--- src/rtl/cbgs_pkg.sv ---
package cbgs_pkg;

    localparam int TB_W   = 17;
    localparam int RATE_W = 11;
    localparam int A_W    = TB_W + 3;
    localparam int C_W    = 8;
    localparam int M_W    = 4;
    localparam int IDX_W  = 3;
    localparam int SZ_W   = TB_W + 1;
    localparam int PROD_W = C_W + TB_W;

    // serial divider geometry
    localparam int DIVD_W = A_W;
    localparam int DIVR_W = 14;
    localparam int STEP_W = $clog2(DIVD_W + 1);

    localparam int IN_DATA_W  = 32;
    localparam int OUT_DATA_W = 32;

    localparam logic [TB_W-1:0]   MAX_TB_BYTES = TB_W'(65536);
    localparam logic [M_W-1:0]    MAX_GROUPS   = M_W'(8);

    localparam logic [DIVR_W-1:0] KCB_SMALL = DIVR_W'(3840);
    localparam logic [DIVR_W-1:0] KCB_LARGE = DIVR_W'(8448);

    localparam logic [A_W-1:0]    A_SMALL_LIMIT = A_W'(292);
    localparam logic [A_W-1:0]    A_MID_LIMIT   = A_W'(3824);
    localparam logic [RATE_W-1:0] RATE_MID      = RATE_W'(686);
    localparam logic [RATE_W-1:0] RATE_LOW      = RATE_W'(256);

    localparam logic [STEP_W-1:0] STEPS_C = STEP_W'(DIVD_W);
    localparam logic [STEP_W-1:0] STEPS_S = STEP_W'(TB_W);
    localparam logic [STEP_W-1:0] STEPS_M = STEP_W'(C_W);

    // register indexes
    localparam logic REG_CBG_ENABLE = 1'b0;
    localparam logic REG_MAX_GROUPS = 1'b1;

    typedef struct packed {
        logic              start;
        logic [STEP_W-1:0] steps;
    } div_ctl_t;

    typedef struct packed {
        logic           enable;
        logic [M_W-1:0] max_groups;
    } cfg_t;

endpackage

--- src/rtl/cbgs_cfg.sv ---
module cbgs_cfg
    import cbgs_pkg::*;
(
    input  logic           clk,
    input  logic           rst_n,
    input  logic           cfg_we,
    input  logic           cfg_index,
    input  logic [M_W-1:0] cfg_data,
    output cfg_t           cfg
);

    cfg_t cfg_reg;
    cfg_t cfg_next;

    always_comb
    begin
        cfg_next = cfg_reg;
        if (cfg_we)
        begin
            case (cfg_index)
                REG_CBG_ENABLE:
                begin
                    cfg_next.enable = cfg_data[0];
                end
                REG_MAX_GROUPS:
                begin
                    // drop group counts the block does not support
                    if ((cfg_data inside {M_W'(2), M_W'(4), M_W'(6), M_W'(8)}) &&
                        (cfg_data <= MAX_GROUPS))
                    begin
                        cfg_next.max_groups = cfg_data;
                    end
                end
                default:
                begin
                    cfg_next = cfg_reg;
                end
            endcase
        end
    end

    always_ff @(posedge clk or negedge rst_n)
    begin
        if (!rst_n)
        begin
            cfg_reg.enable     <= 1'b0;
            cfg_reg.max_groups <= MAX_GROUPS;
        end
        else
        begin
            cfg_reg <= cfg_next;
        end
    end

    assign cfg = cfg_reg;

endmodule

--- src/rtl/cbgs_div.sv ---
module cbgs_div
    import cbgs_pkg::*;
(
    input  logic              clk,
    input  logic              rst_n,
    input  div_ctl_t          ctl,
    input  logic [DIVD_W-1:0] dividend,
    input  logic [DIVR_W-1:0] divisor,
    output logic              done,
    output logic [DIVD_W-1:0] quotient,
    output logic [DIVR_W-1:0] remainder
);

    // Restoring divider, one quotient bit per cycle. The dividend is loaded
    // left-aligned, so after ctl.steps shifts the quotient sits in the low bits.
    logic [DIVD_W-1:0] quo_reg, quo_next;
    logic [DIVR_W-1:0] rem_reg, rem_next;
    logic [DIVR_W-1:0] dvs_reg, dvs_next;
    logic [STEP_W-1:0] cnt_reg, cnt_next;
    logic              busy_reg, busy_next;
    logic              done_reg, done_next;

    logic [DIVR_W:0]   trial;
    logic [DIVR_W:0]   diff;
    logic              fits;

    assign trial = {rem_reg, quo_reg[DIVD_W-1]};
    assign diff  = trial - {1'b0, dvs_reg};
    assign fits  = (trial >= {1'b0, dvs_reg});

    always_comb
    begin
        quo_next  = quo_reg;
        rem_next  = rem_reg;
        dvs_next  = dvs_reg;
        cnt_next  = cnt_reg;
        busy_next = busy_reg;
        done_next = 1'b0;
        if (ctl.start)
        begin
            quo_next  = dividend;
            rem_next  = '0;
            dvs_next  = divisor;
            cnt_next  = ctl.steps;
            busy_next = 1'b1;
        end
        else if (busy_reg)
        begin
            quo_next = {quo_reg[DIVD_W-2:0], fits};
            rem_next = fits ? diff[DIVR_W-1:0] : trial[DIVR_W-1:0];
            cnt_next = cnt_reg - STEP_W'(1);
            if (cnt_reg == STEP_W'(1))
            begin
                busy_next = 1'b0;
                done_next = 1'b1;
            end
        end
    end

    always_ff @(posedge clk or negedge rst_n)
    begin
        if (!rst_n)
        begin
            busy_reg <= 1'b0;
            done_reg <= 1'b0;
            cnt_reg  <= '0;
        end
        else
        begin
            busy_reg <= busy_next;
            done_reg <= done_next;
            cnt_reg  <= cnt_next;
        end
    end

    always_ff @(posedge clk)
    begin
        quo_reg <= quo_next;
        rem_reg <= rem_next;
        dvs_reg <= dvs_next;
    end

    assign done      = done_reg;
    assign quotient  = quo_reg;
    assign remainder = rem_reg;

endmodule

--- src/rtl/code_block_group_segmenter.sv ---
// Flow: with groups enabled, an input beat goes through serial divides of 20, 17 and 8 bits,
// then a multiply, before the first group beat is offered; with groups disabled, through the
// 17- and 8-bit divides and the multiply; a zero size goes straight to its group beat. Groups
// then follow one per cycle while the output is taken. A new block is taken only when idle,
// after the last group of the one before has been placed on the output, so stalls hold it back.
// Reset (rst_n, asynchronous, active low): idle, output dropped, cbg_enable 0, max_groups 8.
module code_block_group_segmenter
    import cbgs_pkg::*;
(
    input  logic                  clk,
    input  logic                  rst_n,
    // tb_bytes [16:0], code_rate_x1024 [27:17], zero fill [31:28]
    input  logic [IN_DATA_W-1:0]  s_tdata,
    input  logic                  s_tvalid,
    output logic                  s_tready,
    // group_index [2:0], group_bytes [19:3], group_count [23:20], block_count [31:24]
    output logic [OUT_DATA_W-1:0] m_tdata,
    // length_error [0]
    output logic                  m_tuser,
    output logic                  m_tlast,
    output logic                  m_tvalid,
    input  logic                  m_tready,
    input  logic                  cfg_we,
    input  logic                  cfg_index,
    input  logic [M_W-1:0]        cfg_data
);

    typedef enum logic [5:0] {
        S_IDLE  = 6'b000001,
        S_DIV_C = 6'b000010,
        S_DIV_S = 6'b000100,
        S_DIV_M = 6'b001000,
        S_MUL   = 6'b010000,
        S_EMIT  = 6'b100000
    } state_t;

    state_t state_reg, state_next;

    logic [TB_W-1:0]  rem_bytes_reg, rem_bytes_next;
    logic [TB_W-1:0]  bytes_reg, bytes_next;
    logic [C_W-1:0]   c_reg, c_next;
    logic [M_W-1:0]   m_reg, m_next;
    logic [TB_W-1:0]  cb_reg, cb_next;
    logic [C_W-1:0]   per_lo_reg, per_lo_next;
    logic [C_W-1:0]   per_hi_reg, per_hi_next;
    logic [M_W-1:0]   mid_reg, mid_next;
    logic [SZ_W-1:0]  sz_lo_reg, sz_lo_next;
    logic [SZ_W-1:0]  sz_hi_reg, sz_hi_next;
    logic [IDX_W-1:0] idx_reg, idx_next;
    logic             err_reg, err_next;

    logic                  out_valid_reg, out_valid_next;
    logic [OUT_DATA_W-1:0] out_data_reg, out_data_next;
    logic                  out_last_reg, out_last_next;
    logic                  out_err_reg, out_err_next;

    cfg_t              cfg;
    div_ctl_t          div_ctl;
    logic [DIVD_W-1:0] div_dividend;
    logic [DIVR_W-1:0] div_divisor;
    logic              div_done;
    logic [DIVD_W-1:0] div_quo;
    logic [DIVR_W-1:0] div_rem;

    logic [TB_W-1:0]   bytes_in;
    logic [RATE_W-1:0] rate_in;
    logic [TB_W-1:0]   bytes_cl;
    logic [A_W-1:0]    a_val;
    logic              kcb_small;
    logic [DIVR_W-1:0] kcb;
    logic              accept;
    logic [C_W-1:0]    c_new;
    logic [TB_W-1:0]   cb_dvd;
    logic [PROD_W-1:0] prod_lo;
    logic [PROD_W-1:0] prod_hi;
    logic [SZ_W-1:0]   share;
    logic [TB_W-1:0]   grp;
    logic              grp_last;
    logic              out_free;

    cbgs_cfg u_cfg (
        .clk       (clk),
        .rst_n     (rst_n),
        .cfg_we    (cfg_we),
        .cfg_index (cfg_index),
        .cfg_data  (cfg_data),
        .cfg       (cfg)
    );

    cbgs_div u_div (
        .clk       (clk),
        .rst_n     (rst_n),
        .ctl       (div_ctl),
        .dividend  (div_dividend),
        .divisor   (div_divisor),
        .done      (div_done),
        .quotient  (div_quo),
        .remainder (div_rem)
    );

    assign bytes_in  = s_tdata[TB_W-1:0];
    assign rate_in   = s_tdata[TB_W +: RATE_W];
    assign bytes_cl  = (bytes_in > MAX_TB_BYTES) ? MAX_TB_BYTES : bytes_in;
    assign a_val     = {bytes_cl, 3'b000};
    assign kcb_small = (a_val < A_SMALL_LIMIT) ||
                       ((a_val <= A_MID_LIMIT) && (rate_in <= RATE_MID)) ||
                       (rate_in <= RATE_LOW);
    assign kcb       = kcb_small ? KCB_SMALL : KCB_LARGE;

    assign s_tready  = (state_reg == S_IDLE);
    assign accept    = s_tvalid && s_tready;

    assign c_new     = div_quo[C_W-1:0];
    assign cb_dvd    = bytes_reg + TB_W'(c_new) - TB_W'(1);

    assign prod_lo   = per_lo_reg * cb_reg;
    assign prod_hi   = per_hi_reg * cb_reg;

    // cap each share by what is left of the block
    assign share     = (M_W'(idx_reg) < mid_reg) ? sz_hi_reg : sz_lo_reg;
    assign grp       = ({1'b0, rem_bytes_reg} >= share) ? share[TB_W-1:0] : rem_bytes_reg;
    assign grp_last  = ((M_W'(idx_reg) + M_W'(1)) == m_reg);
    assign out_free  = !out_valid_reg || m_tready;

    // divider launches
    always_comb
    begin
        div_ctl      = '0;
        div_dividend = '0;
        div_divisor  = '0;
        case (state_reg)
            S_IDLE:
            begin
                if (accept && (bytes_in != '0))
                begin
                    div_ctl.start = 1'b1;
                    if (cfg.enable)
                    begin
                        div_ctl.steps = STEPS_C;
                        div_dividend  = a_val + A_W'(kcb) - A_W'(1);
                        div_divisor   = kcb;
                    end
                    else
                    begin
                        // one block: the block size is the byte count itself
                        div_ctl.steps = STEPS_S;
                        div_dividend  = a_val;
                        div_divisor   = DIVR_W'(1);
                    end
                end
            end
            S_DIV_C:
            begin
                if (div_done)
                begin
                    div_ctl.start = 1'b1;
                    div_ctl.steps = STEPS_S;
                    div_dividend  = {cb_dvd, 3'b000};
                    div_divisor   = DIVR_W'(c_new);
                end
            end
            S_DIV_S:
            begin
                if (div_done)
                begin
                    div_ctl.start = 1'b1;
                    div_ctl.steps = STEPS_M;
                    div_dividend  = {c_reg, {(DIVD_W-C_W){1'b0}}};
                    div_divisor   = DIVR_W'(m_reg);
                end
            end
            default:
            begin
                div_ctl = '0;
            end
        endcase
    end

    always_comb
    begin
        state_next     = state_reg;
        rem_bytes_next = rem_bytes_reg;
        bytes_next     = bytes_reg;
        c_next         = c_reg;
        m_next         = m_reg;
        cb_next        = cb_reg;
        per_lo_next    = per_lo_reg;
        per_hi_next    = per_hi_reg;
        mid_next       = mid_reg;
        sz_lo_next     = sz_lo_reg;
        sz_hi_next     = sz_hi_reg;
        idx_next       = idx_reg;
        err_next       = err_reg;
        out_valid_next = out_valid_reg && !m_tready;
        out_data_next  = out_data_reg;
        out_last_next  = out_last_reg;
        out_err_next   = out_err_reg;

        case (state_reg)
            S_IDLE:
            begin
                if (accept)
                begin
                    bytes_next     = bytes_cl;
                    rem_bytes_next = bytes_cl;
                    idx_next       = '0;
                    c_next         = C_W'(1);
                    m_next         = M_W'(1);
                    if (bytes_in == '0)
                    begin
                        // flagged single group of zero bytes
                        err_next   = 1'b1;
                        mid_next   = '0;
                        sz_lo_next = '0;
                        sz_hi_next = '0;
                        state_next = S_EMIT;
                    end
                    else if (cfg.enable)
                    begin
                        state_next = S_DIV_C;
                    end
                    else
                    begin
                        state_next = S_DIV_S;
                    end
                end
            end
            S_DIV_C:
            begin
                if (div_done)
                begin
                    c_next     = c_new;
                    m_next     = ({{(C_W-M_W){1'b0}}, cfg.max_groups} < c_new) ?
                                 cfg.max_groups : c_new[M_W-1:0];
                    state_next = S_DIV_S;
                end
            end
            S_DIV_S:
            begin
                if (div_done)
                begin
                    cb_next    = div_quo[TB_W-1:0];
                    state_next = S_DIV_M;
                end
            end
            S_DIV_M:
            begin
                if (div_done)
                begin
                    per_lo_next = div_quo[C_W-1:0];
                    mid_next    = div_rem[M_W-1:0];
                    per_hi_next = div_quo[C_W-1:0] +
                                  C_W'(div_rem[M_W-1:0] != '0);
                    state_next  = S_MUL;
                end
            end
            S_MUL:
            begin
                sz_lo_next = prod_lo[SZ_W-1:0];
                sz_hi_next = prod_hi[SZ_W-1:0];
                state_next = S_EMIT;
            end
            S_EMIT:
            begin
                if (out_free)
                begin
                    out_valid_next = 1'b1;
                    out_data_next  = {c_reg, m_reg, grp, idx_reg};
                    out_last_next  = grp_last;
                    out_err_next   = err_reg;
                    rem_bytes_next = rem_bytes_reg - grp;
                    if (grp_last)
                    begin
                        err_next   = 1'b0;
                        state_next = S_IDLE;
                    end
                    else
                    begin
                        idx_next = idx_reg + IDX_W'(1);
                    end
                end
            end
            default:
            begin
                state_next = S_IDLE;
            end
        endcase
    end

    always_ff @(posedge clk or negedge rst_n)
    begin
        if (!rst_n)
        begin
            state_reg     <= S_IDLE;
            out_valid_reg <= 1'b0;
            err_reg       <= 1'b0;
            idx_reg       <= '0;
        end
        else
        begin
            state_reg     <= state_next;
            out_valid_reg <= out_valid_next;
            err_reg       <= err_next;
            idx_reg       <= idx_next;
        end
    end

    always_ff @(posedge clk)
    begin
        rem_bytes_reg <= rem_bytes_next;
        bytes_reg     <= bytes_next;
        c_reg         <= c_next;
        m_reg         <= m_next;
        cb_reg        <= cb_next;
        per_lo_reg    <= per_lo_next;
        per_hi_reg    <= per_hi_next;
        mid_reg       <= mid_next;
        sz_lo_reg     <= sz_lo_next;
        sz_hi_reg     <= sz_hi_next;
        out_data_reg  <= out_data_next;
        out_last_reg  <= out_last_next;
        out_err_reg   <= out_err_next;
    end

    assign m_tvalid = out_valid_reg;
    assign m_tdata  = out_data_reg;
    assign m_tlast  = out_last_reg;
    assign m_tuser  = out_err_reg;

endmodule

--- config.mk ---
export PLATFORM = sky130hd
export DESIGN_NAME = code_block_group_segmenter
export DESIGN_NICKNAME = d
export VERILOG_FILES = /design/src/rtl/cbgs_pkg.sv /design/src/rtl/cbgs_cfg.sv /design/src/rtl/cbgs_div.sv /design/src/rtl/code_block_group_segmenter.sv
export SDC_FILE = /design/constraint.sdc
export NUM_CORES = 1
export LEC_CHECK = 0
export ABC_AREA = 1
export BUFFER_PORTS_ARGS = -buffer_cell sky130_fd_sc_hd__buf_4
export CORE_ASPECT_RATIO = 1.25
export CORE_MARGIN = 2
export CORE_UTILIZATION = 50
export CTS_BUF_LIST = sky130_fd_sc_hd__clkbuf_8
export DETAILED_ROUTE_END_ITERATION = 16
export PLACE_DENSITY = 0.69
export SETUP_SLACK_MARGIN = 0.3
export SLEW_MARGIN = 20
export SYNTH_ARGS = -nofsm -noshare
export SYNTH_HDL_FRONTEND = slang
export SYNTH_HIERARCHICAL = 1
export SYNTH_SLANG_ARGS = --single-unit
--- constraint.sdc ---
create_clock -name clk -period 12.7 [get_ports clk]
set_input_delay 1.27 -clock clk [delete_from_list [all_inputs] [get_ports clk]]
set_output_delay 1.27 -clock clk [all_outputs]
set_load 0.1 [all_outputs]
[Word level (Yosys, flattened, before mapping)]
Cells that the tools add are included.
Word-level totals
  output and inout port bits: 36
  logic and storage cells: 168
  flip-flop bits (word level): 224
  input bits: 42
Cells by class
  reduce and logical (&&, ||, !) cells: 32
  $lt $le $gt $ge: 10
  multiplexer cells: 68
  bitwise operators: 1
  multiply operators: 2
  add/sub/neg operators: 10
  equality and inequality tests: 20
Operators with widths (number)
  20-bit two-way mux: 6
  18-bit case mux with 2 select lines: 2
  17-bit two-way mux: 4
  6-bit two-way mux: 10
  20-bit case mux with 3 select lines: 1
  14-bit two-way mux: 4
  18-bit two-way mux: 3
  14-bit case mux with 3 select lines: 1
  8-bit by 17-bit multiplier with 18-bit output: 2
  6-bit case mux with 6 select lines: 1
  17-bit case mux with 2 select lines: 1
  4-bit two-way mux: 7
  8-bit two-way mux: 3
  20-bit by 14-bit adder with 20-bit output: 1
  20-bit by 12-bit less-or-equal comparator with 1-bit output (second input constant): 1
  20-bit by 9-bit less-than comparator with 1-bit output (second input constant): 1
  20-bit by 1-bit subtractor with 20-bit output (second input constant): 1
  17-bit by 18-bit greater-or-equal comparator with 1-bit output: 1
  6-bit case mux with 3 select lines: 1
  17-bit by 8-bit adder with 17-bit output: 1
  17-bit greater-than comparator (second input constant): 1
  17-bit logical NOT: 1
  17-bit nonzero test: 1
  17-bit by 1-bit subtractor with 17-bit output (second input constant): 1
  43 further kinds: 87

[Longest topological paths before layout]
Gate-level depths: netlist of the first run.
  word-level depth: 13
  gate-level depth with buffers: 42
  gate-level depth less buffers: 39

[Hierarchy]
Netlist of the first run, hierarchy kept.
Modules (own cells, without submodules)
  code_block_group_segmenter: cells each 1998, seq. area each 4870.9 um^2, times used 1, area an instance 16434.5 um^2
  cbgs_div: cells each 411, seq. area each 1476.4 um^2, times used 1, area an instance 3249.4 um^2
  cbgs_cfg: cells each 27, seq. area each 126.4 um^2, times used 1, area an instance 242.7 um^2

[Least setup slack after synthesis of the first run]
OpenSTA, ideal clock, no wires.
  path kind: register to register
  start point: register idx_reg[1]
  end point: register rem_bytes_reg[13], data pin
  path slack: 7950 ps
  clock period less this slack: 4750 ps
  buffers on the path: 3
  cell stages (with the launch flop): 35
  required time: 12447 ps
  setup time: 253 ps
  arrival time: 4497 ps
  path through: dfrtp_1 ha_1 o21ai_1 nand2_1 a21oi_1 nor2_2 buf_4 buf_2 mux2i_1 ha_1 a21o_1 nor2_1 nand3_1 nand2_1 nand2_1 nand2_1 nand2_1 nand2_1 nand2_1 nand2_2 inv_4 buf_6 nand2_1 o21ai_2 ha_1 a21oi_1 nand2_1 a21oi_1 o21ai_1 a21boi_0 o21ai_1 nand3_1 nand3_1 nand3_1 nand2_1
On the way
  cells in the longest elaborated chain, start to end: 7
Ends and longest elaborated chain
  start: declaration: line code_block_group_segmenter.sv:49  | logic [IDX_W-1:0] idx_reg, idx_next;
  start signal: assignment: line code_block_group_segmenter.sv:304  | idx_reg <= idx_next;
  3-bit by 4-bit less-than comparator with 1-bit output (*): line code_block_group_segmenter.sv:120  | assign share = (M_W'(idx_reg) < mid_reg) ? sz_hi_reg : sz_lo_reg;
  18-bit two-way mux (*): line code_block_group_segmenter.sv:120
  17-bit by 18-bit greater-or-equal comparator with 1-bit output: line code_block_group_segmenter.sv:121  | assign grp = ({1'b0, rem_bytes_reg} >= share) ? share[TB_W-1:0] : rem_bytes_reg;
  17-bit two-way mux (*): line code_block_group_segmenter.sv:121
  17-bit subtractor (*): line code_block_group_segmenter.sv:271  | rem_bytes_next = rem_bytes_reg - grp;
  17-bit two-way mux (*): line code_block_group_segmenter.sv:265  | if (out_free)
  17-bit case mux with 2 select lines (*): line code_block_group_segmenter.sv:199  | case (state_reg)
  named net rem_bytes_next[13]: line code_block_group_segmenter.sv:39  | logic [TB_W-1:0] rem_bytes_reg, rem_bytes_next;
  end signal: assignment: line code_block_group_segmenter.sv:310  | rem_bytes_reg <= rem_bytes_next;
  end: declaration: line code_block_group_segmenter.sv:39
The timed path passes the listed nets; every way through them passes the cells marked *. The select of a mux whose other input is x is not followed.
A chain may end at the register's enable or synchronous reset.

[Worst setup path in the final report of the first run]
  start point: register idx_reg[1]
  end point: register rem_bytes_reg[13], data pin
On the way
  cells in the longest elaborated chain, start to end: 7
Ends and longest elaborated chain
  3-bit by 4-bit less-than comparator with 1-bit output (*): line code_block_group_segmenter.sv:120
  18-bit two-way mux (*): line code_block_group_segmenter.sv:120
  17-bit by 18-bit greater-or-equal comparator with 1-bit output: line code_block_group_segmenter.sv:121
  17-bit two-way mux (*): line code_block_group_segmenter.sv:121
  named net grp[0]: line code_block_group_segmenter.sv:77  | logic [TB_W-1:0] grp;
  17-bit subtractor (*): line code_block_group_segmenter.sv:271
  17-bit two-way mux (*): line code_block_group_segmenter.sv:265
  17-bit case mux with 2 select lines (*): line code_block_group_segmenter.sv:199
  named net rem_bytes_next[13]: line code_block_group_segmenter.sv:39
Marks and branches as above.

==> parameters.txt, run 1 <==
Parameter                              Value

Synthesis
  Cell variety after synth ... 65
  Yosys Warn Count ... 6
  Portion of the post-synthesis area used by sequential elements ... 32.5%
  Top flip-flop cell by instance count after synthesis ... sky130_fd_sc_hd__edfxtp_1
  Post-synthesis area per instance ... 8.18 sq um
  Ranking of synthesized cells by area ... sky130_fd_sc_hd__edfxtp_1 (28%), sky130_fd_sc_hd__fa_1 (15%), sky130_fd_sc_hd__nand2_1 (12%), sky130_fd_sc_hd__inv_1 (9.4%), sky130_fd_sc_hd__ha_1 (8.7%)
  Post-synth EDFFs ... 187
  Flip-flop and latch count after synthesis ... 224
  Cell type contributing the most total cell area after synthesis ... sky130_fd_sc_hd__edfxtp_1
  Proportion of netlist area held by the largest area contributor ... 28.2%
  Synthesized cell area ... 19900 sq um
  Cells after synthesis ... 2436
  Fraction of synthesis flops using an asynchronous set or reset pin ... 10.3%

Clock network
  Number of gates given a new drive strength after cts ... 0
  TritonCTS Sinks ... 224
  TritonCTS clock tree ... built
  Number of levels the H-tree was split into ... 2
  CTS buffer count ... 40
  CTS clock-pin slew for the worst setup and hold paths ... 70 ps
  Clock Latency Late Sink ... 580 ps
  Setup Buffers After CTS ... 0
  Clock root buffer master ... sky130_fd_sc_hd__clkbuf_8
  Maximum buffer depth of the clock tree ... 3
  Hold buffer count at cts ... 0

Floorplan
  CORE AREA ... 39200 sq um
  Die boundary height ... 227 um
  Initial standard-cell utilization of the core ... 50.8%
  Total Die Area ... 41500 sq um
  Count of pins on the block boundary ... 78
  Width of the die ... 183 um
  Cell row count ... 81

Global routing
  Aggregate global-route resource usage ... 25.6%
  Largest net degree at the start of global routing ... 43
  Wire length of the first global-routing pass ... 83100 um
  Number of global-route vias before repair ... 16500
  Number of antenna violations at the first check in global routing ... 0
  Total overflow reported by the global router ... 0

Detailed routing
  Initial DRC Count ... 1259
  Wirelength, routed ... 50900 um
  Number of antenna-violating nets in the routed design ... 0
  Count of TritonRoute iterations in the first routing pass ... 6
  Total number of vias ... 16100
  Routed length per placed instance ... 16.9 um
  DRC violations left ... 0
  Via density per instance ... 5.32

Timing
  Final setup margin ... 7270 ps
  Setup TNS after final layout ... 0 ps
  Hold violation total from the final report ... 0
  Max-slew violation count ... 0
  Unrepaired setup endpoints after global routing ... false
  Period utilisation layout ... 42.8%
  Post-route clock skew ... 36.8 ps
  Final-report setup violation count ... 0
  Transition time of the tightest slew-check pin ... 988 ps
  Minimum period implied by the final worst setup slack ... 5430 ps
  Worst hold slack across all endpoints ... 456 ps
  Slew Limit Headroom ... 33.9%
  Upper clock frequency limit ... 184 MHz

Layout
  Filler cell count ... 3594
  Layout overhead on the synthesized area ... 9.01%
  Final antenna diode count ... 0
  Number of flip-flops in the largest register ... 32
  Fraction of layout cells with a size suffix above 1 ... 9.45%
  Final Net Count ... 2815
  Final Instance Area ... 21700 sq um

Run
  Max-cap viol count ... 0

Critical path
  Category of the worst setup path launch point ... flop
  Cell occurring most often along the worst timing path ... sky130_fd_sc_hd__nand2_1
  Critical path class ... flop to flop
  Max FO, Critical Path ... 26
  Flop-to-flop setup slack ... 7270 ps
  Arrival time at the worst endpoint ... 5750 ps
  Data required, critical path ... 13020 ps
  Sort of element at the end of the critical path ... flop
  Library cell contributing the largest single delay on the critical path ... sky130_fd_sc_hd__dfrtp_1
  Largest stage delay on the critical path ... 440 ps

Power
  Worst voltage drop across the vdd grid ... 0.000159 V
  Cell Pwr Density ... 152 nW/um^2
  PnR Total Power ... 3310 uW
  P_leak ... 0.0110 uW

Place
  Worst slack at placement ... 7240 ps
  Area post-placement ... 20800 sq um
  Half-perimeter wire length after placement ... 39000 um
  Final estimated routing congestion in global placement ... 0.923
  Buffers on Ports ... 73

Hold path
  Class of the worst hold path ... flop to flop

Outcome
  Run status ... completed
synth_stat cells, types with 7 or more instances:
cell type,number
sky130_fd_sc_hd__a21o_1,7
sky130_fd_sc_hd__a21oi_1,111
sky130_fd_sc_hd__clkbuf_1,60
sky130_fd_sc_hd__dfrtp_1,21
sky130_fd_sc_hd__dfxtp_1,14
sky130_fd_sc_hd__edfxtp_1,187
sky130_fd_sc_hd__fa_1,147
sky130_fd_sc_hd__ha_1,139
sky130_fd_sc_hd__inv_1,497
sky130_fd_sc_hd__inv_2,21
sky130_fd_sc_hd__mux2i_1,15
sky130_fd_sc_hd__nand2_1,650
sky130_fd_sc_hd__nand2_2,12
sky130_fd_sc_hd__nand3_1,94
sky130_fd_sc_hd__nand4_1,19
sky130_fd_sc_hd__nor2_1,130
sky130_fd_sc_hd__nor2_2,14
sky130_fd_sc_hd__nor3_1,17
sky130_fd_sc_hd__o211ai_1,8
sky130_fd_sc_hd__o21a_1,12
sky130_fd_sc_hd__o21ai_0,80
sky130_fd_sc_hd__o21ai_1,11
sky130_fd_sc_hd__o21ai_2,11
sky130_fd_sc_hd__o22ai_1,8
sky130_fd_sc_hd__o31ai_1,7
sky130_fd_sc_hd__xnor2_1,23
sky130_fd_sc_hd__xor2_1,33
routing by layer:
layer  vias to the layer above  GRT usage (%)  routed length, um
met5                         -              0                  0
met4                         0           11.0               1960
met3                       112           3.04               2570
met2                       458           46.2              26100
met1                      7750           30.8              20300
li1                       7731              -                  -
worst max-delay path, delay by kind of cell (launching register included):
| family | cells | cell delay [ps] |
|---|---|---|
| muxes | 1 | 400 |
| and+or+nand+nor | 21 | 1560 |
| adders and majority gates | 3 | 850 |
| AOI/OAI and AO/OA | 7 | 1380 |
| buffers and inverters | 3 | 550 |
| DFF | 1 | 440 |
power by group:
group          total (uW)  internal, uW  switching (uW)
clock                 759           421             338
combinational        1440           500             940
sequential           1110           989             124
metrics by stage:
step | std cells | util [%]
after CTS | 3017 | 55.4
final | 3017 | 55.4
after global routing | 3017 | 55.4
after floorplan | 2437 | -
after global placement | 2943 | 53.1
after detailed placement | 2943 | 53.1
cell type report:
class / instances / area, sq um / area share [%]
Timing Repair Buffer: 82 / 616 / 2.83
Inverter: 522 / 1960 / 9.04
Clock inverter: 31 / 285 / 1.31
Clock buffer: 43 / 592 / 2.72
Sequential cell: 224 / 6470 / 29.8
Tap cell: 498 / 623 / 2.87
Multi-Input combinational cell: 1617 / 11200 / 51.4
path summary, 6_finish.rpt:
check | start | to | cells after the start
min in group asynchronous | rst_n | u_div/cnt_reg[3] | 1
hold / removal | u_div/quotient[9] | cb_reg[9] | 0
hold reg to reg | u_div/quotient[9] | cb_reg[9] | 0
setup reg to reg | idx_reg[1] | rem_bytes_reg[13] | 35
max in group asynchronous | rst_n | u_cfg/cfg[3] | 1
setup / recovery | idx_reg[1] | rem_bytes_reg[13] | 35
cells by family after synthesis:
kind of cell	synth area share [%]
compound gates	8.04
fa+ha+maj	23.5
other cells	0.0188
buf+inv	11.5
flops	32.5
mux	0.810
simple gates	21.1
xor+xnor	2.46
cells in the final DEF (no fill, tap or decap), types with 8 or more instances in the layout:
cell type | netlist | layout
sky130_fd_sc_hd__nand2_1 | 650 | 650
sky130_fd_sc_hd__inv_1 | 497 | 501
sky130_fd_sc_hd__edfxtp_1 | 187 | 187
sky130_fd_sc_hd__fa_1 | 147 | 147
sky130_fd_sc_hd__ha_1 | 139 | 139
sky130_fd_sc_hd__nor2_1 | 130 | 128
sky130_fd_sc_hd__a21oi_1 | 111 | 111
sky130_fd_sc_hd__nand3_1 | 94 | 94
sky130_fd_sc_hd__buf_4 | 2 | 82
sky130_fd_sc_hd__o21ai_0 | 80 | 79
sky130_fd_sc_hd__clkbuf_8 | 0 | 43
sky130_fd_sc_hd__xor2_1 | 33 | 33
sky130_fd_sc_hd__xnor2_1 | 23 | 23
sky130_fd_sc_hd__inv_2 | 21 | 21
sky130_fd_sc_hd__dfrtp_1 | 21 | 21
sky130_fd_sc_hd__nand4_1 | 19 | 19
sky130_fd_sc_hd__nor3_1 | 17 | 17
sky130_fd_sc_hd__nor2_2 | 14 | 15
sky130_fd_sc_hd__mux2i_1 | 15 | 15
sky130_fd_sc_hd__clkinv_1 | 2 | 14
sky130_fd_sc_hd__dfxtp_1 | 14 | 14
sky130_fd_sc_hd__nand2_2 | 12 | 12
sky130_fd_sc_hd__o21a_1 | 12 | 12
sky130_fd_sc_hd__o21ai_1 | 11 | 12
sky130_fd_sc_hd__o21ai_2 | 11 | 11
sky130_fd_sc_hd__o211ai_1 | 8 | 8
sky130_fd_sc_hd__o22ai_1 | 8 | 8
Power figures use the tool's default switching activity.
==> run 2, diff against run 1 <==
--- a/config.mk
+++ b/config.mk
@@ -5,14 +5,14 @@
 export SDC_FILE = /design/constraint.sdc
 export NUM_CORES = 1
 export LEC_CHECK = 0
-export ABC_AREA = 1
+export ABC_AREA = 0
 export BUFFER_PORTS_ARGS = -buffer_cell sky130_fd_sc_hd__buf_4
 export CORE_ASPECT_RATIO = 1.25
 export CORE_MARGIN = 2
 export CORE_UTILIZATION = 50
 export CTS_BUF_LIST = sky130_fd_sc_hd__clkbuf_8
 export DETAILED_ROUTE_END_ITERATION = 16
-export PLACE_DENSITY = 0.69
+export PLACE_DENSITY = 0.71
 export SETUP_SLACK_MARGIN = 0.3
 export SLEW_MARGIN = 20
 export SYNTH_ARGS = -nofsm -noshare
==> constraint.sdc (replaced) <==
create_clock -name clk -period 4.8 [get_ports clk]
set_input_delay 0.48 -clock clk [delete_from_list [all_inputs] [get_ports clk]]
set_output_delay 0.48 -clock clk [all_outputs]
set_load 0.1 [all_outputs]
==> run 2 against run 1 <==
The run now ends with negative setup slack left. Area after synthesis shrank 3.1%. Highest routed layer unchanged. Design area grew 8.9%. Wire length grew 4.7%. Largest power group unchanged. Total power grew to 2.9 times the previous value. Via count shrank 3.8%. Hold slack lost 320 ps. First-iteration DRC count shrank 1.4%. Cell count shrank 8.9%. Clock power grew 140%. Maximum frequency grew 8.0%. Sequential share of layout area shrank 2.4 points. Synthesized cell count shrank 19%.
==> parameters.txt, run 2 <==
Parameter                              Value

Outcome
  Run status ... finished, violations left
  Violations in the final reports ... negative setup slack

Clock network
  Clock Latency Late Sink ... 560 ps
  CTS clock-pin slew for the worst setup and hold paths ... 60 ps
  TritonCTS Sinks ... 224
  Maximum buffer depth of the clock tree ... 3
  Clock root buffer master ... sky130_fd_sc_hd__clkbuf_8
  TritonCTS clock tree ... built
  Number of levels the H-tree was split into ... 2
  CTS buffer count ... 40

Global routing
  Wire length of the first global-routing pass ... 84200 um
  Number of global-route vias before repair ... 16100
  Total overflow reported by the global router ... 0
  Largest net degree at the start of global routing ... 38
  Number of antenna violations at the first check in global routing ... 0
  Aggregate global-route resource usage ... 26.5%

Critical path
  Category of the worst setup path launch point ... flop
  Critical path class ... flop to flop
  Sort of element at the end of the critical path ... flop
  Data required, critical path ... 5100 ps
  Max FO, Critical Path ... 8
  Arrival time at the worst endpoint ... 5330 ps

Timing
  Upper clock frequency limit ... 199 MHz
  Transition time of the tightest slew-check pin ... 899 ps
  Max-slew violation count ... 0
  Slew Limit Headroom ... 40.1%
  Final-report setup violation count ... 8
  Minimum period implied by the final worst setup slack ... 5030 ps
  Hold violation total from the final report ... 0
  Final setup margin ... -228 ps
  Setup TNS after final layout ... -965 ps
  Post-route clock skew ... 29.4 ps
  Unrepaired setup endpoints after global routing ... true
  Period utilisation layout ... 105%

Place
  Worst slack at placement ... -642 ps
  Number of cells after detailed placement ... 2629
  Area post-placement ... 21700 sq um
  Final estimated routing congestion in global placement ... 0.941
  Buffers on Ports ... 73
  Half-perimeter wire length after placement ... 40200 um

Layout
  Final Net Count ... 2555
  Final Instance Area ... 23700 sq um
  Number of flip-flops in the largest register ... 32
  Fraction of layout cells with a size suffix above 1 ... 24.0%
  Final standard cell count with taps included and fillers excluded ... 2748
  Commonest cells after routing, fill and taps aside ... sky130_fd_sc_hd__inv_1 (253), sky130_fd_sc_hd__buf_4 (248), sky130_fd_sc_hd__nand2_1 (212)
  Leading cell type in the layout, fill and taps excluded ... sky130_fd_sc_hd__inv_1
  Layout overhead on the synthesized area ... 22.6%
  Final antenna diode count ... 0

Power
  Worst voltage drop across the vdd grid ... 0.000357 V
  Internal portion of total power ... 5730 uW
  Net switching share of the total power ... 39.6%
  Relative contribution of sequential cells to total power ... 31.1%
  Part of the power in combinational logic ... 49.4%
  Power dissipated by switching net loads ... 3750 uW
  P_leak ... 0.0103 uW
  Part of the total power dissipated in the clock network ... 19.6%
  Cell Pwr Density ... 401 nW/um^2
  PnR Total Power ... 9480 uW

Floorplan
  Initial standard-cell utilization of the core ... 50.6%
  CORE AREA ... 38100 sq um
  Total Die Area ... 40200 sq um
  Cell row count ... 80
  Count of pins on the block boundary ... 78
  Width of the die ... 180 um
  Die boundary height ... 224 um

Synthesis
  Cell variety after synth ... 86
  Portion of the post-synthesis area used by sequential elements ... 33.5%
  Post-synthesis area per instance ... 9.82 sq um
  Post-synth EDFFs ... 187
  Cell type contributing the most total cell area after synthesis ... sky130_fd_sc_hd__edfxtp_1
  Proportion of netlist area held by the largest area contributor ... 29.1%
  Ranking of synthesized cells by area ... sky130_fd_sc_hd__edfxtp_1 (29%), sky130_fd_sc_hd__fa_1 (15%), sky130_fd_sc_hd__ha_1 (9.0%), sky130_fd_sc_hd__inv_1 (5.1%), sky130_fd_sc_hd__nand2_1 (4.3%)
  Post-synth top cells ... sky130_fd_sc_hd__inv_1 (262), sky130_fd_sc_hd__nand2_1 (219), sky130_fd_sc_hd__edfxtp_1 (187), sky130_fd_sc_hd__fa_1 (147), sky130_fd_sc_hd__ha_1 (139)
  Synthesized cell area ... 19300 sq um
  Fraction of synthesis flops using an asynchronous set or reset pin ... 10.3%
  Cells after synthesis ... 1965
  Flip-flop and latch count after synthesis ... 224
  Yosys Warn Count ... 6
  Top flip-flop cell by instance count after synthesis ... sky130_fd_sc_hd__edfxtp_1
  Most frequent cell after synthesis ... sky130_fd_sc_hd__inv_1

Detailed routing
  Via density per instance ... 5.62
  Routed length per placed instance ... 19.4 um
  DRC violations left ... 0
  Total number of vias ... 15400
  Wirelength, routed ... 53300 um
  Count of TritonRoute iterations in the first routing pass ... 5
  Initial DRC Count ... 1242
  Number of antenna-violating nets in the routed design ... 0

Run
  Max-cap viol count ... 0

Hold path
  Class of the worst hold path ... primary input to flop
-- run 2: cell types whose count changed in the layout (fill, tap and decap cells not counted), moves of 36 or more --
cell / change
sky130_fd_sc_hd__nand3_1: -72
sky130_fd_sc_hd__xnor2_1: +36
sky130_fd_sc_hd__and2_1: +115
sky130_fd_sc_hd__inv_1: -248
sky130_fd_sc_hd__nand2_1: -438
sky130_fd_sc_hd__a21oi_1: -67
sky130_fd_sc_hd__nor2_1: -40
sky130_fd_sc_hd__buf_4: +166
-- run 2: worst paths after layout --
kind / startpoint / end / slack [ps] / depth (start not counted)
max: idx_reg[1] / rem_bytes_reg[11] / -230 / 22
min: cfg_index / u_cfg/cfg[4] / 130 / 2
max reg2reg: idx_reg[1] / rem_bytes_reg[11] / -230 / 22
min reg2reg: u_div/quotient[13] / cb_reg[13] / 450 / 0
max in group asynchronous: rst_n / u_cfg/cfg[3] / 4120 / 2
min in group asynchronous: rst_n / u_div/done / 380 / 2
-- run 2: cells by family (layout without fill, tap and decap cells) --
kind of cell | Yosys count | count (layout) | share of synthesized area [%]
compound gates | 337 | 337 | 11.5
fa+ha+maj | 286 | 286 | 24.3
xor+xnor | 104 | 104 | 4.72
other cells | 1 | 2 | 0.0194
mux | 48 | 48 | 2.73
flops | 224 | 224 | 33.5
buf+inv | 332 | 622 | 6.57
simple gates | 633 | 633 | 16.7
-- run 2: area by class of cell --
type | instances | area (sq um)
clock buffer | 45 | 619
clock inverter | 26 | 200
fill | 3061 | 14500
inverter | 262 | 988
multi-input combinational | 1410 | 12400
sequential | 224 | 6470
tap | 492 | 616
timing repair buffer | 289 | 2400
-- run 2: layer usage --
| metal | GRT usage (%) | share of wire (%) | vias to the layer above |
|---|---|---|---|
| met1 | 32.9 | 40 | 7616 |
| met3 | 2.89 | 5.3 | 131 |
| met2 | 46.7 | 50 | 504 |
| met5 | 0 | 0 | - |
| met4 | 11.6 | 4.5 | 0 |
| li1 | - | - | 7184 |
-- run 2: worst max-delay path, stage by stage (launching register included) --
cell and delay (ps):
sky130_fd_sc_hd__dfrtp_1 400, sky130_fd_sc_hd__ha_4 280, sky130_fd_sc_hd__a211oi_4 60, sky130_fd_sc_hd__nor3_4 270
sky130_fd_sc_hd__buf_12 170, sky130_fd_sc_hd__mux2_4 320, sky130_fd_sc_hd__ha_4 210, sky130_fd_sc_hd__nand2b_4 140
sky130_fd_sc_hd__a211oi_2 190, sky130_fd_sc_hd__o21bai_1 120, sky130_fd_sc_hd__a41o_1 220, sky130_fd_sc_hd__o211ai_1 280
sky130_fd_sc_hd__buf_4 170, sky130_fd_sc_hd__buf_6 110, sky130_fd_sc_hd__nand2_4 40, sky130_fd_sc_hd__o21a_1 110
sky130_fd_sc_hd__ha_2 180, sky130_fd_sc_hd__or4_4 540, sky130_fd_sc_hd__o32ai_4 290, sky130_fd_sc_hd__o21ai_2 100
sky130_fd_sc_hd__o41ai_2 310, sky130_fd_sc_hd__xor2_1 180, sky130_fd_sc_hd__o21ai_1 70
-- run 2: power by group through the flow --
stage               sequential (uW)  clock, uW  combinational, uW
global route                   2980       1950               5140
detailed placement             2970          0               4240
global placement               2960          0               4120
CTS                            2940       1880               4520
finish                         2950       1850               4680
floorplan                      2800          0               3090
-- run 2: per-stage QoR --
stage	util, %	hold slack [ps]
after floorplan	-	184
after global placement	56.9	399
after detailed placement	56.9	402
after CTS	61.1	106
after global routing	62.0	121
final	62.0	133
-- run 2: repair_timing --
| item | 4_1_cts | 5_1_grt |
|---|---|---|
| gates resized for setup | 105 | 76 |
| gates cloned | 3 | 0 |
| endpoints found under the hold margin | 21 | 0 |
| setup endpoints to repair | 31 | 32 |
| pin swaps | 100 | 54 |
| buffers inserted | 34 | 9 |
| hold buffers | 1 | 0 |
==> run 3, diff against run 2 <==
--- a/config.mk
+++ b/config.mk
@@ -10,7 +10,7 @@
 export CORE_ASPECT_RATIO = 1.25
 export CORE_MARGIN = 2
 export CORE_UTILIZATION = 50
-export CTS_BUF_LIST = sky130_fd_sc_hd__clkbuf_8
+export CTS_BUF_LIST = sky130_fd_sc_hd__clkbuf_2
 export DETAILED_ROUTE_END_ITERATION = 16
 export PLACE_DENSITY = 0.71
 export SETUP_SLACK_MARGIN = 0.3
==> run 3 against run 2 <==
The run still ends with negative setup slack left. Global-route usage is 0.64 points higher. Die area unchanged. Via count increased by 1.8%. Clock skew rose by 74 ps. Sequential share of layout area fell by 0.051 points. Non-clock buffer count grew 38. Register-to-register slack gained 50 ps. Highest routed layer unchanged.
==> parameters.txt, run 3 (synthesis results as in run 2) <==
Parameter                              Value

Outcome
  Run status ... finished, violations left
  Violations in the final reports ... negative setup slack

Global routing
  Aggregate global-route resource usage ... 27.1%
  Wire length of the first global-routing pass ... 85900 um
  Largest net degree at the start of global routing ... 38
  Number of antenna violations at the first check in global routing ... 3
  Number of global-route vias before repair ... 16500
  Total overflow reported by the global router ... 0

Clock network
  Clock Latency Late Sink ... 980 ps
  Clock root buffer master ... sky130_fd_sc_hd__clkbuf_2
  TritonCTS Sinks ... 224
  CTS clock-pin slew for the worst setup and hold paths ... 110 ps
  Maximum buffer depth of the clock tree ... 3
  CTS buffer count ... 57
  TritonCTS clock tree ... built
  Number of levels the H-tree was split into ... 2

Layout
  Layout overhead on the synthesized area ... 22.8%
  Util after Layout ... 62.2%
  Commonest cells after routing, fill and taps aside ... sky130_fd_sc_hd__inv_1 (251), sky130_fd_sc_hd__buf_4 (246), sky130_fd_sc_hd__nand2_1 (214)
  Area of combinational cells with multiple inputs ... 12300 sq um
  FF+latch area ... 6470 sq um
  Leading cell type in the layout, fill and taps excluded ... sky130_fd_sc_hd__inv_1
  Filler cell count ... 3109
  Number of flip-flops in the largest register ... 32
  Final Net Count ... 2610
  Fraction of layout cells with a size suffix above 1 ... 24.9%

Floorplan
  Width of the die ... 180 um
  Initial standard-cell utilization of the core ... 50.6%
  Die boundary height ... 224 um
  Count of pins on the block boundary ... 78
  Cell row count ... 80
  CORE AREA ... 38100 sq um
  Total Die Area ... 40200 sq um

Critical path
  Critical path class ... flop to flop
  Data required, critical path ... 5600 ps
  Sort of element at the end of the critical path ... flop
  Category of the worst setup path launch point ... flop
  Max FO, Critical Path ... 15
  Arrival time at the worst endpoint ... 5780 ps

Timing
  Period utilisation layout ... 104%
  Post-route clock skew ... 103 ps
  Upper clock frequency limit ... 201 MHz
  Minimum period implied by the final worst setup slack ... 4980 ps
  Final setup margin ... -183 ps
  Unrepaired setup endpoints after global routing ... true
  Slew Limit Headroom ... 40.8%
  Hold violation total from the final report ... 0
  Final-report setup violation count ... 7
  Transition time of the tightest slew-check pin ... 889 ps
  Max-slew violation count ... 0

Detailed routing
  Total number of vias ... 15700
  Wirelength, routed ... 54500 um
  Initial DRC Count ... 1081
  Routed length per placed instance ... 19.3 um
  Number of antenna-violating nets in the routed design ... 0
  Count of TritonRoute iterations in the first routing pass ... 6
  Via density per instance ... 5.57
  DRC violations left ... 0

Power
  Relative contribution of sequential cells to total power ... 32.8%
  Part of the power in combinational logic ... 52.5%
  Net switching share of the total power ... 41.9%
  Power dissipated by switching net loads ... 3740 uW
  Internal portion of total power ... 5190 uW
  P_leak ... 0.0104 uW
  Worst voltage drop across the vdd grid ... 0.000521 V
  Cell Pwr Density ... 377 nW/um^2
  Part of the total power dissipated in the clock network ... 14.7%

Hold path
  Class of the worst hold path ... primary input to flop

Place
  Final estimated routing congestion in global placement ... 0.941
  Buffers on Ports ... 73
  Worst slack at placement ... -642 ps
  Half-perimeter wire length after placement ... 40200 um

Run
  Max-cap viol count ... 0
-- run 3: changes by cell type in the layout (fill, tap and decap cells not counted), moves of 4 or more --
| cell | change |
|---|---|
| sky130_fd_sc_hd__clkbuf_2 | +89 |
| sky130_fd_sc_hd__clkbuf_8 | -45 |
| sky130_fd_sc_hd__o21ai_0 | +5 |
| sky130_fd_sc_hd__buf_6 | +7 |
| sky130_fd_sc_hd__dlygate4sd3_1 | +34 |
| sky130_fd_sc_hd__o21ai_1 | -7 |
| sky130_fd_sc_hd__clkinv_1 | +5 |
| sky130_fd_sc_hd__and2_1 | -4 |
| sky130_fd_sc_hd__inv_2 | -6 |
-- run 3: repair_timing --
item,4_1_cts,5_1_grt
gates resized for setup,93,67
endpoints found under the hold margin,54,0
setup buffers,31,14
hold buffers,36,0
setup endpoints to repair,31,38
cloned,2,2
pin swaps,84,68
-- run 3: per-layer routing --
metal  track usage (%)  up-vias  wire length [um]
li1                  -     7339                 -
met1              32.9     7711             21500
met2              47.5      509             27300
met3              4.11      147              3050
met4              12.6        0              2650
met5                 0        -                 0
-- run 3: worst max-delay path: stages, from the launching register on --
cell	delay (ps)
sky130_fd_sc_hd__edfxtp_1	380
sky130_fd_sc_hd__inv_1	100
sky130_fd_sc_hd__ha_4	210
sky130_fd_sc_hd__a211oi_4	250
sky130_fd_sc_hd__nor3_4	80
sky130_fd_sc_hd__buf_12	160
sky130_fd_sc_hd__mux2_4	320
sky130_fd_sc_hd__ha_4	210
sky130_fd_sc_hd__nand2b_4	140
sky130_fd_sc_hd__a211oi_2	190
sky130_fd_sc_hd__o21bai_1	120
sky130_fd_sc_hd__a41o_1	190
sky130_fd_sc_hd__o211ai_1	190
sky130_fd_sc_hd__bufbuf_16	300
sky130_fd_sc_hd__buf_6	120
sky130_fd_sc_hd__nand2_1	70
sky130_fd_sc_hd__o21a_1	150
sky130_fd_sc_hd__ha_4	290
sky130_fd_sc_hd__nand3_2	100
sky130_fd_sc_hd__o221ai_2	190
sky130_fd_sc_hd__a21oi_2	90
sky130_fd_sc_hd__buf_4	150
sky130_fd_sc_hd__a31oi_4	180
sky130_fd_sc_hd__a31oi_2	120
sky130_fd_sc_hd__or4_1	400
sky130_fd_sc_hd__nand3_1	90
-- run 3: area by class of cell --
class                           instances  share of cell area (%)
Tap cell                              492                    2.60
Inverter                              262                    4.15
Clock buffer                           89                    1.88
Clock inverter                         15                   0.269
Antenna cell                            3                  0.0317
Timing Repair Buffer                  327                    11.8
Multi-Input combinational cell       1410                    52.0
Sequential cell                       224                    27.3
-- run 3: power groups by stage --
stage               registers, uW  logic [uW]  clock network [uW]
floorplan                    2800        3090                   0
CTS                          2930        4520                1350
global route                 2970        5150                1440
finish                       2930        4690                1310
detailed placement           2970        4240                   0
global placement             2960        4120                   0
-- run 3: stage by stage --
step                      power (uW)  cell area, sq um  setup TNS [ps]  instances  hold slack [ps]
after global placement          7080             21700           -4450       2629              399
after CTS                       8790             23300            -352       2802             18.6
after detailed placement        7210             21700           -6370       2629              402
final                           8930             23700            -545       2822              109
after floorplan                 5890             19600            -481       1966              184
after global routing            9560             23700           -3320       2822             43.2
-- run 3: path summary, 6_finish.rpt --
check,slack (ps),from,depth (start not counted),endpoint
hold reg to reg,470,u_div/quotient[10],0,cb_reg[10]
hold / removal,110,s_tdata[0],3,bytes_reg[0]
setup reg to reg,-180,mid_reg[1],25,rem_bytes_reg[16]
setup / recovery,-180,mid_reg[1],25,rem_bytes_reg[16]
min in group asynchronous,590,rst_n,4,m_tvalid
max in group asynchronous,4000,rst_n,4,state_reg[4]
